<file path="src/rtl/fpa_pkg.sv">
`default_nettype none
// ----------------------------------------------------------------------------
// fpa_pkg: shared types and constants for the frame pacing accumulator
// Beat payload structs, register indexes, controller commands and states.
// ----------------------------------------------------------------------------
package fpa_pkg;

  localparam int unsigned TIME_W   = 64;
  localparam int unsigned NS_W     = 30;
  localparam int unsigned SUM_W    = NS_W + 1;
  localparam int unsigned MOD_STEPS = SUM_W;
  localparam int unsigned MOD_CNT_W = $clog2(MOD_STEPS);

  localparam logic [NS_W-1:0] RESET_PERIOD_NS  = NS_W'(16666667);
  localparam logic [NS_W-1:0] RESET_MAX_GAP_NS = NS_W'(250000000);

  // Configuration register indexes.
  localparam logic REG_FRAME_PERIOD = 1'b0;
  localparam logic REG_MAX_GAP      = 1'b1;

  // Item operations.
  localparam logic OP_INIT = 1'b0;
  localparam logic OP_POLL = 1'b1;

  // Result status codes.
  localparam logic STATUS_OK       = 1'b0;
  localparam logic STATUS_NOT_INIT = 1'b1;

  typedef struct packed {
    logic              op;
    logic [TIME_W-1:0] now_ns;
  } in_item_t;

  typedef struct packed {
    logic            render;
    logic [NS_W-1:0] frame_delta_ns;
    logic            status;
  } out_item_t;

  typedef enum logic [2:0] {
    S_IDLE,
    S_DIFF,
    S_CLAMP,
    S_SUM,
    S_COMMIT,
    S_MOD,
    S_DONE
  } state_t;

  typedef struct packed {
    logic capture;
    logic diff;
    logic clamp;
    logic sum;
    logic commit;
    logic mod_step;
    logic out_load;
  } ctrl_cmd_t;

  typedef struct packed {
    logic need_mod;
  } dp_status_t;

endpackage : fpa_pkg
`default_nettype wire

</file>
<file path="src/rtl/fpa_ctrl.sv">
`default_nettype none
// ----------------------------------------------------------------------------
// fpa_ctrl: sequencing state machine
// Steps one item through the datapath, runs the remainder loop and owns the
// output valid flag.
// ----------------------------------------------------------------------------
module fpa_ctrl (
  input  wire logic               clk,
  input  wire logic               rst,
  input  wire logic               in_valid,
  output logic                    in_ready,
  output logic                    out_valid,
  input  wire logic               out_ready,
  input  wire fpa_pkg::dp_status_t status,
  output fpa_pkg::ctrl_cmd_t      cmd
);
  import fpa_pkg::*;

  state_t               state;
  state_t               state_next;
  logic [MOD_CNT_W-1:0] mod_cnt;
  logic                 mod_last;
  logic                 slot_free;

  assign mod_last  = (mod_cnt == MOD_CNT_W'(MOD_STEPS - 1));
  assign slot_free = !out_valid || out_ready;

  always_comb begin
    state_next = state;
    case (state)
      S_IDLE:   if (in_valid) state_next = S_DIFF;
      S_DIFF:   state_next = S_CLAMP;
      S_CLAMP:  state_next = S_SUM;
      S_SUM:    state_next = S_COMMIT;
      S_COMMIT: state_next = status.need_mod ? S_MOD : S_DONE;
      S_MOD:    if (mod_last) state_next = S_DONE;
      S_DONE:   if (slot_free) state_next = S_IDLE;
      default:  state_next = S_IDLE;
    endcase
  end

  always_comb begin
    cmd      = '0;
    in_ready = 1'b0;
    case (state)
      S_IDLE: begin
        in_ready    = 1'b1;
        cmd.capture = in_valid;
      end
      S_DIFF:   cmd.diff     = 1'b1;
      S_CLAMP:  cmd.clamp    = 1'b1;
      S_SUM:    cmd.sum      = 1'b1;
      S_COMMIT: cmd.commit   = 1'b1;
      S_MOD:    cmd.mod_step = 1'b1;
      S_DONE:   cmd.out_load = slot_free;
      default:  cmd          = '0;
    endcase
  end

  always_ff @(posedge clk) begin
    if (rst) begin
      state     <= S_IDLE;
      mod_cnt   <= '0;
      out_valid <= 1'b0;
    end else begin
      state <= state_next;
      if (state == S_COMMIT) begin
        mod_cnt <= '0;
      end else if (state == S_MOD) begin
        mod_cnt <= mod_cnt + 1'b1;
      end
      if (cmd.out_load) begin
        out_valid <= 1'b1;
      end else if (out_ready) begin
        out_valid <= 1'b0;
      end
    end
  end

endmodule : fpa_ctrl
`default_nettype wire

</file>
<file path="src/rtl/fpa_datapath.sv">
`default_nettype none
// ----------------------------------------------------------------------------
// fpa_datapath: timing state, clamps, accumulator and remainder unit
// Holds the configuration and pacing state and the output register.
// ----------------------------------------------------------------------------
module fpa_datapath (
  input  wire logic                         clk,
  input  wire logic                         rst,
  input  wire fpa_pkg::ctrl_cmd_t           cmd,
  output fpa_pkg::dp_status_t               status,
  input  wire fpa_pkg::in_item_t            in_item,
  output fpa_pkg::out_item_t                out_item,
  input  wire logic                         cfg_we,
  input  wire logic                         cfg_index,
  input  wire logic [fpa_pkg::NS_W-1:0]     cfg_data
);
  import fpa_pkg::*;

  // Configuration and pacing state.
  logic [NS_W-1:0]   frame_period;
  logic [NS_W-1:0]   max_gap;
  logic [TIME_W-1:0] last_poll;
  logic [TIME_W-1:0] last_frame;
  logic [NS_W-1:0]   bank;
  logic [NS_W-1:0]   delta_held;
  logic              started;

  // Per-item working registers.
  logic              op_q;
  logic [TIME_W-1:0] now_q;
  logic [TIME_W-1:0] poll_diff;
  logic              poll_fwd;
  logic [TIME_W-1:0] frame_diff;
  logic              frame_fwd;
  logic [NS_W-1:0]   elapsed;
  logic [NS_W-1:0]   frame_gap;
  logic [SUM_W-1:0]  sum;
  logic              render_q;
  logic              status_q;

  // Remainder unit.
  logic [SUM_W-1:0]  quo;
  logic [NS_W-1:0]   rem;
  logic [SUM_W-1:0]  rem_shift;
  logic [NS_W-1:0]   rem_next;

  logic [NS_W-1:0]   period_eff;
  logic              poll_live;
  logic              reach;

  assign period_eff = (frame_period == '0) ? NS_W'(1) : frame_period;
  assign poll_live  = (op_q == OP_POLL) && started;
  assign reach      = (sum >= {1'b0, period_eff});
  assign status.need_mod = poll_live && reach;

  assign rem_shift = {rem, quo[SUM_W-1]};
  assign rem_next  = (rem_shift >= {1'b0, period_eff}) ?
                     NS_W'(rem_shift - {1'b0, period_eff}) : NS_W'(rem_shift);

  always_ff @(posedge clk) begin
    if (cmd.capture) begin
      op_q  <= in_item.op;
      now_q <= in_item.now_ns;
    end
    if (cmd.diff) begin
      poll_diff  <= now_q - last_poll;
      poll_fwd   <= now_q > last_poll;
      frame_diff <= now_q - last_frame;
      frame_fwd  <= now_q > last_frame;
    end
    if (cmd.clamp) begin
      if (!poll_fwd) begin
        elapsed <= '0;
      end else if (poll_diff > {{(TIME_W-NS_W){1'b0}}, max_gap}) begin
        elapsed <= max_gap;
      end else begin
        elapsed <= poll_diff[NS_W-1:0];
      end
      if (!frame_fwd) begin
        frame_gap <= '0;
      end else if (frame_diff > {{(TIME_W-NS_W){1'b0}}, max_gap}) begin
        frame_gap <= max_gap;
      end else begin
        frame_gap <= frame_diff[NS_W-1:0];
      end
    end
    if (cmd.sum) begin
      sum <= {1'b0, bank} + {1'b0, elapsed};
    end
    if (cmd.commit) begin
      render_q <= poll_live && reach;
      status_q <= ((op_q == OP_POLL) && !started) ? STATUS_NOT_INIT : STATUS_OK;
      quo      <= sum;
      rem      <= '0;
    end
    if (cmd.mod_step) begin
      quo <= {quo[SUM_W-2:0], 1'b0};
      rem <= rem_next;
    end
    if (cmd.out_load) begin
      out_item.render         <= render_q;
      out_item.frame_delta_ns <= delta_held;
      out_item.status         <= status_q;
    end
  end

  always_ff @(posedge clk) begin
    if (rst) begin
      frame_period <= RESET_PERIOD_NS;
      max_gap      <= RESET_MAX_GAP_NS;
      last_poll    <= '0;
      last_frame   <= '0;
      bank         <= '0;
      delta_held   <= RESET_PERIOD_NS;
      started      <= 1'b0;
    end else begin
      if (cmd.commit) begin
        if (op_q == OP_INIT) begin
          last_poll  <= now_q;
          last_frame <= now_q;
          delta_held <= RESET_PERIOD_NS;
          bank       <= '0;
          started    <= 1'b1;
        end else if (started) begin
          last_poll <= now_q;
          if (reach) begin
            delta_held <= frame_gap;
            last_frame <= now_q;
          end else begin
            bank <= sum[NS_W-1:0];
          end
        end
      end
      // The bank only settles on the last step; nothing reads it meanwhile.
      if (cmd.mod_step) begin
        bank <= rem_next;
      end
      if (cfg_we) begin
        if (cfg_index == REG_FRAME_PERIOD) begin
          frame_period <= cfg_data;
          bank         <= '0;
        end else begin
          max_gap <= cfg_data;
        end
      end
    end
  end

endmodule : fpa_datapath
`default_nettype wire

</file>
<file path="src/rtl/frame_pacing_accumulator_core.sv">
`default_nettype none
// A result beat comes later when the poll triggers a render, as the 31-step restoring
//   remainder loop in the datapath must then work out the remainder first.
// Items are taken one at a time: the next input beat is accepted only once the
//   previous result has been loaded into the output register.
// Reset (rst, synchronous, active high) restores the register defaults and
//   clears the pacing state, leaving the block uninitialised and idle.
// ----------------------------------------------------------------------------
// frame_pacing_accumulator_core: fixed-timestep frame pacing
// Accumulates clamped poll gaps in integer nanoseconds and signals a render
// whenever a whole frame period has built up.
// ----------------------------------------------------------------------------
module frame_pacing_accumulator_core (
  input  wire logic                     clk,
  input  wire logic                     rst,
  input  wire logic                     in_valid,
  output logic                          in_ready,
  input  wire fpa_pkg::in_item_t        in_item,
  output logic                          out_valid,
  input  wire logic                     out_ready,
  output fpa_pkg::out_item_t            out_item,
  input  wire logic                     cfg_we,
  input  wire logic                     cfg_index,
  input  wire logic [fpa_pkg::NS_W-1:0] cfg_data
);
  import fpa_pkg::*;

  // The controller and the datapath talk only through these two groups.
  ctrl_cmd_t  cmd;
  dp_status_t status;

  // The controller takes one beat at a time in its idle state. An item moves
  // through difference, clamp, sum and commit steps; a poll that reaches the
  // frame period then runs the remainder loop, reducing the accumulator modulo the
  // period. The result waits in the output register, and the controller is
  // free to take the next input beat while that result is still unclaimed.
  fpa_ctrl u_ctrl (
    .clk       (clk),
    .rst       (rst),
    .in_valid  (in_valid),
    .in_ready  (in_ready),
    .out_valid (out_valid),
    .out_ready (out_ready),
    .status    (status),
    .cmd       (cmd)
  );

  // The datapath holds both configuration registers. A write to the frame
  // period also clears the accumulator. A zero period behaves as one
  // nanosecond, and a zero maximum gap clamps every gap to nothing.
  fpa_datapath u_dp (
    .clk       (clk),
    .rst       (rst),
    .cmd       (cmd),
    .status    (status),
    .in_item   (in_item),
    .out_item  (out_item),
    .cfg_we    (cfg_we),
    .cfg_index (cfg_index),
    .cfg_data  (cfg_data)
  );

endmodule : frame_pacing_accumulator_core
`default_nettype wire

</file>
<file path="config.mk">
export PLATFORM = sky130hd
export DESIGN_NAME = frame_pacing_accumulator_core
export DESIGN_NICKNAME = d
export VERILOG_FILES = /design/src/rtl/fpa_pkg.sv /design/src/rtl/fpa_ctrl.sv /design/src/rtl/fpa_datapath.sv /design/src/rtl/frame_pacing_accumulator_core.sv
export SDC_FILE = /design/constraint.sdc
export NUM_CORES = 2
export LEC_CHECK = 0
export BUFFER_PORTS_ARGS = -buffer_cell sky130_fd_sc_hd__buf_2
export CORE_MARGIN = 2
export CORE_UTILIZATION = 25
export CTS_CLUSTER_DIAMETER = 50
export CTS_CLUSTER_SIZE = 28
export DETAILED_ROUTE_END_ITERATION = 8
export HOLD_SLACK_MARGIN = 0.08
export SETUP_SLACK_MARGIN = 0.2
export SYNTH_ARGS = -nofsm -noshare
export SYNTH_HDL_FRONTEND = slang
export SYNTH_SLANG_ARGS = --single-unit
</file>
<file path="constraint.sdc">
create_clock -name clk -period 13 [get_ports clk]
set_clock_uncertainty 0.05 [all_clocks]
set_input_delay 2.6 -clock clk [delete_from_list [all_inputs] [get_ports clk]]
set_output_delay 2.6 -clock clk [all_outputs]
set_load 0.02 [all_outputs]
</file>
==> out/qor.csv <==
stage,metric,value,unit
critical_path,Worst Setup End Kind,output port,
sta,Final Hold Fails,0,
placement,Port Buffers,134,
grt,GRT Total Usage,13.9,%
pwr,worst vdd ir,110,uV
final_layout,Fillers,15069,
route,post-DR wirelength/cell,18.1,microns
grt,first-pass GRT wire length,159,mm
die,Rows,139,
route,DRC viols,0,
synth,sequential-to-total area share from yosys stat,46.0,%
synth,synthesized flop and latch total,639,
cts,Clk Tree Root Cell,clkbuf_16,
synth,top-area cell type share of the netlist area,31.6,%
sta,slew margin rel.,18.9,%
cts,Max Root-Sink Buffers,3,
cts,CTS resizes,0,
die,die height,384,microns
grt,largest net degree at the start of global routing,104,
sta,Hold WS,0.388,ns
cts,Max H-tree Level,3,
final_layout,Reg area,16600,sq um
synth,Synth area leader,edfxtp_1,
die,die area,147000,sq um
synth,"EDFF count, synth",380,
grt,global route overflow,0,
synth,Ys Warns,0,
sta,setup tns final,0,ns
critical_path,Critical Path RT,10.35,ns
synth,most frequent cell after synthesis,nand2_1,
sta,Final Critical Period,4.98,ns
die,Top Ports,135,
cts,Worst-path clk slew,0.07,ns
pwr,LEAKAGE,0.0156,uW
synth,Synth area leaders,"edfxtp_1 32%, dfxtp_1 14%, ha_1 9.7%, nand2_1 5.0%, a21oi_1 4.5%",
placement,Placer Congestion,0.895,
outcome,status,completed,
final_layout,Multi-input gate area,17900,sq um
sta,Slew @ Worst Pin,1.21,ns
sta,unrepaired setup endpoints after global routing,no,
die,core box area,143000,sq um
synth,Synth cell types,90,
placement,dpl hpwl,80.9,mm
synth,synthesized area,36100,sq um
critical_path,critical path peak fanout,12,
worst_hold_path,HP Class,reg -> reg,
synth,Mapped Avg Cell Area,9.68,sq um
cts,Num CTS Buffers,79,
die,initial core utilization,25.1,%
final_layout,final net count,4170,
critical_path,R2R setup slack,8.55,ns
synth,asr flop ratio synth,0,%
route,First-pass DRT Iterations,6,
final_layout,layout cells sized above 1,9.29,%
cts,Post-CTS Setup Bufs,0,
route,Vias/cell,4.83,
sta,max frequency,201,MHz
route,routed via count,27815,
synth,Post-synth top cells,"478 x nand2_1, 380 x edfxtp_1, 327 x a21oi_1",
synth,ys flop type,edfxtp_1,
die,Die Wd,384,microns
route,ANT nets after route,0,
cts,hold buffers post-CTS,0,
pwr,pwr/cell area,142,nW/um^2
sta,fin. max-slew vios,0,
synth,syn nets,4109,
grt,initial antenna violation count,8,
grt,vias in the first global route,26794,
sta,Tcrit/Tclk final,38.3,%
critical_path,WP data arrival,2.33,ns
run,max cap viols,0,
route,total wire length,104,mm
cts,TritonCTS clock tree,built,
cts,clk_lat worst skew,0.67,ns
route,Initial DRC Count,2390,
sta,final setup vio count,0,
final_layout,Area Growth Syn to Fin,14.9,%
cts,# clock sinks,639,
synth,Synth Instances,3724,
critical_path,startpoint kind of the worst setup timing path,flop,
critical_path,CP Class,reg -> out,
[cell usage in the layout, fill, tap and decap left out, types with 63 or more instances in the layout]
master | netlist | final
buf_2 | 23 | 133
nand3_1 | 75 | 75
xor2_1 | 63 | 63
nand4_1 | 65 | 65
edfxtp_1 | 380 | 380
inv_1 | 242 | 241
nand2_1 | 478 | 478
xnor2_1 | 111 | 111
ha_1 | 280 | 280
o21ai_0 | 154 | 153
dfxtp_1 | 259 | 258
mux2i_1 | 140 | 140
clkbuf_16 | 0 | 82
a21oi_1 | 327 | 327
nor2_1 | 260 | 257
a21o_1 | 127 | 126
[through the flow]
step	worst slack (ns)	util, %	instance area (sq um)	instances	total power (uW)
floorplan	2.65	-	36100	3724	3270
global placement	7.95	26.9	38700	5607	3590
detailed placement	7.84	26.9	38700	5607	3600
CTS	8.01	28.9	41500	5755	5920
global route	7.97	28.9	41500	5755	6140
finish	8.02	28.9	41500	5756	5880
[flip-flops by register name, summed over array words and instances (netlist names), 3 cells and up]
register	cells
u_dp.elapsed	30
u_ctrl.mod_cnt	5
u_dp.quo	31
u_dp.last_frame	64
u_ctrl.state	3
u_dp.last_poll	64
u_dp.delta_held	30
u_dp.rem	30
u_dp.out_item	32
u_dp.frame_gap	30
u_dp.frame_diff	64
u_dp.now_q	64
u_dp.frame_period	30
u_dp.sum	31
u_dp.max_gap	30
u_dp.bank	30
u_dp.poll_diff	64
[cells by family (layout without fill, tap and decap cells)]
logic type,Yosys count,in the layout,synth area share [%]
fa+ha+maj,284,284,9.94
buf+inv,419,547,4.55
simple gates,1127,1127,14.3
compound gates,941,941,17.1
flops,639,639,46.0
mux,140,140,3.89
other cells,0,1,0
xor+xnor,174,174,4.23
[per-layer routing]
| metal | part of all wire (%) | routed length, microns | GRT usage, % | up-vias |
|---|---|---|---|---|
| met5 | 0.077 | 80 | 0 | - |
| met4 | 3.1 | 3200 | 4.54 | 12 |
| met3 | 6.0 | 6290 | 2.23 | 175 |
| met2 | 43 | 44800 | 21.4 | 755 |
| met1 | 48 | 49700 | 19.7 | 13317 |
| li1 | - | - | - | 13556 |
[worst paths after layout]
path / from / end / cells past startpoint
worst max-delay path: u_ctrl.state[2] / in_ready / 2
worst min-delay path: u_dp.delta_held[4] / u_dp.out_item[5] / 0
worst max register to register: u_dp.frame_period[22] / u_dp.bank[12] / 14
worst min register to register: u_dp.delta_held[4] / u_dp.out_item[5] / 0
[where the power goes]
part | internal, uW | switching, uW | total [uW] | leakage (uW)
registers | 2360 | 126 | 2490 | 0.00555
clock network | 1280 | 1020 | 2310 | 0.00135
logic | 400 | 685 | 1080 | 0.00875
total | 4040 | 1830 | 5880 | 0.0156
[worst max-delay path, cell delays in order (launching register included)]
cell and delay (ns):
dfxtp_1 0.45, nor3_1 0.90, buf_2 0.32
[layout make-up]
class                           count  area share [%]
Sequential cell                   639            40.0
Clock inverter                     59            1.65
Multi-Input combinational cell   2666            43.2
Clock buffer                       89            5.09
Antenna cell                        1         0.00604
Timing Repair Buffer              157            2.05
Tap cell                         1903            5.74
Inverter                          242            2.19
Note: power is estimated with default switching activity, not from simulation.
